`src/rtl/pcbc_pkg.sv`:
```
package pcbc_pkg;

  localparam int COORD_BITS     = 32;
  localparam int POINTS_SEEN_W  = 17;
  localparam int DEF_MAX_POINTS = 65536;
  localparam int AXES           = 3;

  localparam logic signed [COORD_BITS-1:0] COORD_MAX = {1'b0, {(COORD_BITS-1){1'b1}}};
  localparam logic signed [COORD_BITS-1:0] COORD_MIN = {1'b1, {(COORD_BITS-1){1'b0}}};

  typedef struct packed {
    logic signed [COORD_BITS-1:0] coord_x;
    logic signed [COORD_BITS-1:0] coord_y;
    logic signed [COORD_BITS-1:0] coord_z;
    logic                         last_point;
  } point_t;

  typedef struct packed {
    logic signed [COORD_BITS-1:0] centroid_x;
    logic signed [COORD_BITS-1:0] centroid_y;
    logic signed [COORD_BITS-1:0] centroid_z;
    logic signed [COORD_BITS-1:0] box_min_x;
    logic signed [COORD_BITS-1:0] box_min_y;
    logic signed [COORD_BITS-1:0] box_min_z;
    logic signed [COORD_BITS-1:0] box_max_x;
    logic signed [COORD_BITS-1:0] box_max_y;
    logic signed [COORD_BITS-1:0] box_max_z;
    logic [POINTS_SEEN_W-1:0]     points_seen;
    logic                         count_overflow;
  } result_t;

endpackage

```
`src/rtl/point_cloud_bounds_centroid.sv`:
```
// Streams 3-D points (signed Q16.16) and gives, on the point marked last_point, one result:
// the axis-aligned bounding box, the centroid (sum / count per axis, truncated toward zero),
// the saturated point count and an overflow flag; running state then clears for the next
// cloud. Points past MAX_POINTS widen the box but do not enter the sums or the count.
// A point that is not last is taken in IDLE and then goes one axis at a time through a
// single shared compare/add unit in ACC. A last point adds the centroid division, done by one
// shared restoring divider for all three axes, each axis in DIV_LOAD, DIV_RUN and DIV_END;
// the result register is then loaded in SEND, which waits while an older result is held.
// point_ready stays low until the point's work is done; a finished result may wait in
// its register while the next cloud's points stream in.
module point_cloud_bounds_centroid #(
  parameter int MAX_POINTS = pcbc_pkg::DEF_MAX_POINTS
) (
  input  logic              clk,
  input  logic              rst,
  input  logic              point_valid,
  output logic              point_ready,
  input  pcbc_pkg::point_t  point,
  output logic              result_valid,
  input  logic              result_ready,
  output pcbc_pkg::result_t result
);

  localparam int CB     = pcbc_pkg::COORD_BITS;
  localparam int PSW    = pcbc_pkg::POINTS_SEEN_W;
  localparam int CNT_W  = $clog2(MAX_POINTS + 1);
  localparam int SUM_W  = CB + CNT_W;
  localparam int STEP_W = $clog2(SUM_W);

  typedef enum logic [2:0] {
    IDLE, ACC, DIV_LOAD, DIV_RUN, DIV_END, SEND
  } state_t;

  state_t state;

  pcbc_pkg::point_t pt;
  logic [1:0] axis;

  logic signed [CB-1:0] run_min [pcbc_pkg::AXES];
  logic signed [CB-1:0] run_max [pcbc_pkg::AXES];
  logic [SUM_W-1:0]     sum     [pcbc_pkg::AXES];
  logic signed [CB-1:0] cen     [pcbc_pkg::AXES];
  logic [CNT_W-1:0]     point_count;
  logic                 overflow_seen;

  // divider registers
  logic [SUM_W-1:0]  quo;
  logic [CNT_W:0]    rem;
  logic [STEP_W-1:0] step;
  logic              neg;

  logic signed [CB-1:0] c;
  logic [SUM_W-1:0]     c_ext;
  logic                 below_max;
  logic [CNT_W:0]       rem_sh;
  logic [CNT_W:0]       rem_diff;
  logic                 fits;
  logic [SUM_W-1:0]     sum_sel;
  logic [CB-1:0]        q_lo;
  logic [CNT_W+PSW-1:0] cnt_ext;

  always_comb begin
    case (axis)
      2'd0:    c = pt.coord_x;
      2'd1:    c = pt.coord_y;
      default: c = pt.coord_z;
    endcase
    c_ext     = {{(SUM_W-CB){c[CB-1]}}, c};
    below_max = point_count < CNT_W'(MAX_POINTS);
    sum_sel   = sum[axis];
    rem_sh    = {rem[CNT_W-1:0], quo[SUM_W-1]};
    rem_diff  = rem_sh - {1'b0, point_count};
    fits      = rem_sh >= {1'b0, point_count};
    q_lo      = quo[CB-1:0];
    cnt_ext   = {{PSW{1'b0}}, point_count};
  end

  assign point_ready = (state == IDLE);

  always_ff @(posedge clk) begin
    if (rst) begin
      state         <= IDLE;
      result_valid  <= 1'b0;
      axis          <= '0;
      point_count   <= '0;
      overflow_seen <= 1'b0;
      for (int i = 0; i < pcbc_pkg::AXES; i++) begin
        run_min[i] <= pcbc_pkg::COORD_MAX;
        run_max[i] <= pcbc_pkg::COORD_MIN;
        sum[i]     <= '0;
      end
    end else begin
      // in SEND the result register reloads on a transfer instead
      if (result_valid && result_ready && state != SEND) begin
        result_valid <= 1'b0;
      end
      case (state)
        IDLE: begin
          if (point_valid) begin
            pt    <= point;
            axis  <= '0;
            state <= ACC;
          end
        end
        ACC: begin
          if (c < run_min[axis]) run_min[axis] <= c;
          if (c > run_max[axis]) run_max[axis] <= c;
          if (below_max) sum[axis] <= sum[axis] + c_ext;
          if (axis == 2'(pcbc_pkg::AXES - 1)) begin
            if (below_max) begin
              point_count <= point_count + 1'b1;
            end else begin
              overflow_seen <= 1'b1;
            end
            axis  <= '0;
            state <= pt.last_point ? DIV_LOAD : IDLE;
          end else begin
            axis <= axis + 1'b1;
          end
        end
        DIV_LOAD: begin
          neg   <= sum_sel[SUM_W-1];
          quo   <= sum_sel[SUM_W-1] ? -sum_sel : sum_sel;
          rem   <= '0;
          step  <= '0;
          state <= DIV_RUN;
        end
        DIV_RUN: begin
          // one restoring step per cycle, quotient bits shift in from the right
          quo <= {quo[SUM_W-2:0], fits};
          rem <= fits ? rem_diff : rem_sh;
          if (step == STEP_W'(SUM_W - 1)) begin
            state <= DIV_END;
          end else begin
            step <= step + 1'b1;
          end
        end
        DIV_END: begin
          cen[axis] <= neg ? -q_lo : q_lo;
          if (axis == 2'(pcbc_pkg::AXES - 1)) begin
            state <= SEND;
          end else begin
            axis  <= axis + 1'b1;
            state <= DIV_LOAD;
          end
        end
        SEND: begin
          if (!result_valid || result_ready) begin
            result.centroid_x     <= cen[0];
            result.centroid_y     <= cen[1];
            result.centroid_z     <= cen[2];
            result.box_min_x      <= run_min[0];
            result.box_min_y      <= run_min[1];
            result.box_min_z      <= run_min[2];
            result.box_max_x      <= run_max[0];
            result.box_max_y      <= run_max[1];
            result.box_max_z      <= run_max[2];
            result.points_seen    <= cnt_ext[PSW-1:0];
            result.count_overflow <= overflow_seen;
            result_valid          <= 1'b1;
            // start the next cloud
            point_count   <= '0;
            overflow_seen <= 1'b0;
            for (int i = 0; i < pcbc_pkg::AXES; i++) begin
              run_min[i] <= pcbc_pkg::COORD_MAX;
              run_max[i] <= pcbc_pkg::COORD_MIN;
              sum[i]     <= '0;
            end
            axis  <= '0;
            state <= IDLE;
          end
        end
        default: state <= IDLE;
      endcase
    end
  end

endmodule
```
`config.mk`:
```
export PLATFORM = sky130hd
export DESIGN_NAME = point_cloud_bounds_centroid
export DESIGN_NICKNAME = d
export VERILOG_FILES = /design/src/rtl/pcbc_pkg.sv /design/src/rtl/point_cloud_bounds_centroid.sv
export SDC_FILE = /design/constraint.sdc
export NUM_CORES = 1
export LEC_CHECK = 0
export BUFFER_PORTS_ARGS = -buffer_cell sky130_fd_sc_hd__buf_2
export CORE_ASPECT_RATIO = 1.25
export CORE_UTILIZATION = 55
export CTS_CLUSTER_SIZE = 24
export DETAILED_ROUTE_END_ITERATION = 16
export HOLD_SLACK_MARGIN = 0.15
export PLACE_DENSITY_LB_ADDON = 0.12
export SETUP_SLACK_MARGIN = 0.02
export SLEW_MARGIN = 5
export SYNTH_ARGS = -nofsm -noshare
export SYNTH_HDL_FRONTEND = slang
export SYNTH_SLANG_ARGS = --single-unit
```
`constraint.sdc`:
```
create_clock -name clk -period 72.5 [get_ports clk]
set_clock_uncertainty 0.1 [all_clocks]
set_input_delay 0 -clock clk [delete_from_list [all_inputs] [get_ports clk]]
set_output_delay 0 -clock clk [all_outputs]
set_load 0.05 [all_outputs]
```
==> results.md <==
Routing:
- The total number of vias is 29300.
- In the routed design, unresolved DRC markers number 0.
- The average wire length per cell after detail routing is 24.8 µm.
- The total iterations of the first detailed-routing run is 8.
- The detail route stage leaves a number of antenna-violating nets equal to 0.
- The first routing iteration left 3062 violations.
- After detailed routing, the number of vias per cell comes to 5.91.
- After detailed routing, the total wire length is roughly 120000 µm.

Synthesis:
- The flip-flop and latch count after synthesis is 1050.
- The number of enable flip-flop cells after synthesis is 1024.
- The sequential fraction of the synthesis area is between 60 and 70%.
- The cell type contributing the most total cell area after synthesis is edfxtp_1.
- The synthesized instance count is roughly 3200.
- The count of cell types in the netlist is 71.
- The count of synthesis-stage warnings from yosys is 0.
- Summed over its instances, the top area cell type makes up 67.7% of the synthesized netlist area.
- Averaged over all synthesized cells, the footprint is 14.3 µm².
- In the synthesized netlist the dominant register cell turns out to be edfxtp_1.
- After synthesis, the cell types taking the most area are edfxtp_1, mux4_2, ha_1.
- The share of synthesized flip-flops with an asynchronous set or reset is 0%.
- The cell area that synthesis handed to floorplanning was 0.0454 mm².
- The net count after synthesis is 3414.

Layout:
- For this run, the post-layout net count is 4035.
- The post-route cell area is 0.0541 mm².
- The layout overhead on the synthesized area is 19.2%.
- Of the cells placed in the final design, the portion with a size suffix greater than 1 is about a fifth.

Pwr:
- The total power is 1.48 mW.
- VDD sags by at most around 21 µV.
- In this run the power density over the cells is approximately 27 mW/mm².
- Per report_power, the clock group accounts for 36.2% of the total.
- The logic gate share of total power is 16.4%.
- Of the total power, the share spent switching nets is 26.9%.
- Per report_power, the sequential group accounts for 47.4% of the total.
- For this design the total switching power over the nets is 0.397 mW.
- The design internal power is 1.08 mW.
- The static leakage is just under 20 nW.

Setup path:
- The worst setup path is captured at a flop.
- The critical-path maximum fanout is 43.
- The startpoint class of the critical path is a flop.
- The highest cell delay on the worst timing path is 1.00 ns.
- The worst path required time is 72.79 ns.
- Traced cell by cell, the critical path runs through inv_1 > ha_2 > buf_4 > nor2_2 > buf_4 > a21oi_1 > inv_1 > ha_1 > a211oi_1 > o31ai_1 > a211oi_1 > nor3_1 > o41ai_1 > a21oi_1 > mux2_2 > nand2_1 > nor2_1.
- The type of the worst setup path is flop to flop.
- Among all stages on the critical path, the largest delay is contributed by a21oi_1.
- Data arrives at the worst endpoint at 7.14 ns.

Placement:
- The final weighted congestion in routability-driven placement is 0.904.
- The placed instances occupy a cell area of 0.0487 mm².
- The half-perimeter wire length after detailed placement is approximately 84000 µm.
- The number of buffer cells added on primary ports is between 400 and 500.

Global route:
- The via count of the first global-routing pass was 29000.
- The wire length of the first global-routing pass is 180000 µm.
- The global router's overall resource usage is 29.3%.
- The number of antenna violations at the first check in global routing is 2.
- The largest net degree at the start of global routing is 174.
- Global routing finished with a remaining overflow of 0.

Timing:
- The number of pins exceeding their max-slew limit in the final report was 0.
- The worst path uses under 10% of the clock period.
- The worst slack on hold paths is 0.187 ns.
- The hold violation total from the final report came to 0.
- Headroom to the max-slew limit came out at around 16%.
- Setup repair after global routing left no endpoint under its margin.
- The highest attainable clock frequency is 0.146 GHz.
- Adding up every negative setup slack in the final design gives 0 ns.
- Setup violations remaining at the end of the flow were counted as 0.
- For the pin with the worst max-slew slack, the measured transition is 1.26 ns.
- The worst path needs about 7 ns of the cycle, external delays included.

Floorplanning:
- The placeable core region is 0.0815 mm².
- Pin placement for this block handled 409 I/O pins.
- The die area is 0.0837 mm².
- The cell row count is around 120.
- The die height is 323 µm.
- For this configuration, the core starts out at a cell density of 55.7%.
- The horizontal die dimension is 259 µm.

CTS:
- The total of cells resized after clock tree synthesis is 0.
- The clock transition time at the flip-flop clock pins of the worst setup and hold paths is 0.06 ns.
- The tree built by TritonCTS fans out to 1050 sinks.
- The library cell used as clock root buffer is clkbuf_16.
- The number of setup buffers added after CTS is 0.
- TritonCTS built the clock tree.
- The clock reaches the later pin of the worst-skew pair after 0.70 ns.
- The number of H-tree levels is 3.
- The number of clock buffers added by TritonCTS is 99.
- The deepest clock path buffer count is 3.

Hold path:
- In this run the worst hold path is classified as primary input to flop.

Job:
- The tool flagged a number of max-cap violations equal to 0.

Outcome:
- The run finished with clean final reports.
-- synthesized netlist by cell type (29+ instances only) --
library cell,number
a21o_1,65
a21oi_1,136
a22o_1,29
clkbuf_1,108
edfxtp_1,1024
ha_1,132
inv_1,197
mux4_2,112
nand2_1,245
nand3_1,47
nand4_1,34
nor2_1,370
nor3_1,41
o21ai_0,112
xnor2_1,95
xor2_1,46
-- cells in the final DEF, fill, tap and decap left out, types with 15 or more instances in the layout --
cell type / count
xnor2_1: 95
nor3_1: 38
mux2i_1: 15
edfxtp_1: 1024
mux4_2: 112
o31ai_1: 16
nand2_1: 239
ha_1: 130
a22o_1: 29
clkinv_1: 18
o21ai_0: 111
inv_1: 196
clkbuf_16: 100
nand3_1: 46
a21oi_1: 136
a21o_1: 65
o21bai_1: 15
clkinv_2: 17
a31oi_1: 17
dlygate4sd3_1: 201
and3_1: 24
buf_2: 408
nand2b_1: 22
nand4_1: 34
nor2_1: 368
clkbuf_1: 17
and2_1: 15
or3_1: 19
xor2_1: 46
dfxtp_1: 24
a211oi_1: 18
buf_4: 44
-- worst max-delay path: cells and delay by family (launching register included) --
| family | cells | cell delay [ns] |
|---|---|---|
| AOI/OAI and AO/OA | 6 | 3.27 |
| buffers and inverters | 4 | 1.32 |
| adders and majority gates | 2 | 0.58 |
| and+or+nand+nor | 4 | 0.49 |
| DFF | 1 | 0.35 |
| muxes | 1 | 0.35 |
-- final timing paths --
| kind | to | start | cells past startpoint | slack (ns) |
|---|---|---|---|---|
| worst min-delay path | state[2] | rst | 3 | 0.19 |
| worst min register to register | result[280] | cen[0][6] | 0 | 0.32 |
| worst max register to register | sum[1][37] | axis[0] | 17 | 65.65 |
| worst max-delay path | sum[1][37] | axis[0] | 17 | 65.65 |
-- what timing repair did --
item	CTS	global route
endpoints found under the setup margin	0	0
hold endpoints to repair	198	0
hold buffers	201	0
-- metal layers --
layer  up-vias  track usage, %  routed length, µm
met5         -               0                 13
met4         2            12.5               5300
met2      1463            50.1              61100
li1      13100               -                  -
met1     14500            36.6              46500
met3       270            5.46               9900
-- stage by stage --
step	utilization [%]	setup slack, ns	instances
floorplan	-	49.52	3180
global placement	59.8	65.99	4570
detailed placement	59.8	65.82	4570
CTS	66.4	65.78	4954
global route	66.4	65.34	4955
finish	66.4	65.65	4956
-- power by group through the flow --
stage / combinational, mW / clock [mW] / sequential, mW
5_1_grt: 0.264 / 0.562 / 0.702
4_1_cts: 0.240 / 0.539 / 0.701
2_1_floorplan: 0.161 / 0 / 0.710
6_report: 0.243 / 0.535 / 0.701
3_5_place_dp: 0.230 / 0 / 0.714
3_3_place_gp: 0.225 / 0 / 0.713
-- registers in the layout, indices dropped and copies added, names as in the netlist, named ones only --
register,flops
result,306
sum,196
run_max,128
run_min,128
pt,97
cen,96
quo,49
point_count,17
rem,17
step,6
state,3
axis,2
neg,1
overflow_seen,1
result_valid,1
-- cell families (layout without fill, tap and decap cells) --
kind of cell / after synthesis / count (layout) / synth area share, %
flip-flops: 1050 / 1050 / 68.9
multiplexers: 135 / 135 / 6.08
XOR/XNOR: 141 / 141 / 2.72
AO/OA/AOI/OAI: 492 / 492 / 6.92
buffers and inverters: 331 / 1034 / 2.83
adder cells (fa/ha/maj): 133 / 133 / 3.68
other: 0 / 2 / 0
AND/OR/NAND/NOR: 898 / 898 / 8.92
-- cell type report --
class,instances,area (µm²)
flip-flops and latches,1050,31300
clock inverters,64,786
clock buffers,119,2590
inverters,197,739
diodes,2,5.00
well taps,1071,1340
multi-input cells,1799,13000
repair buffers,654,4400
fillers,5732,27400
Power figures use the tool's default switching activity.
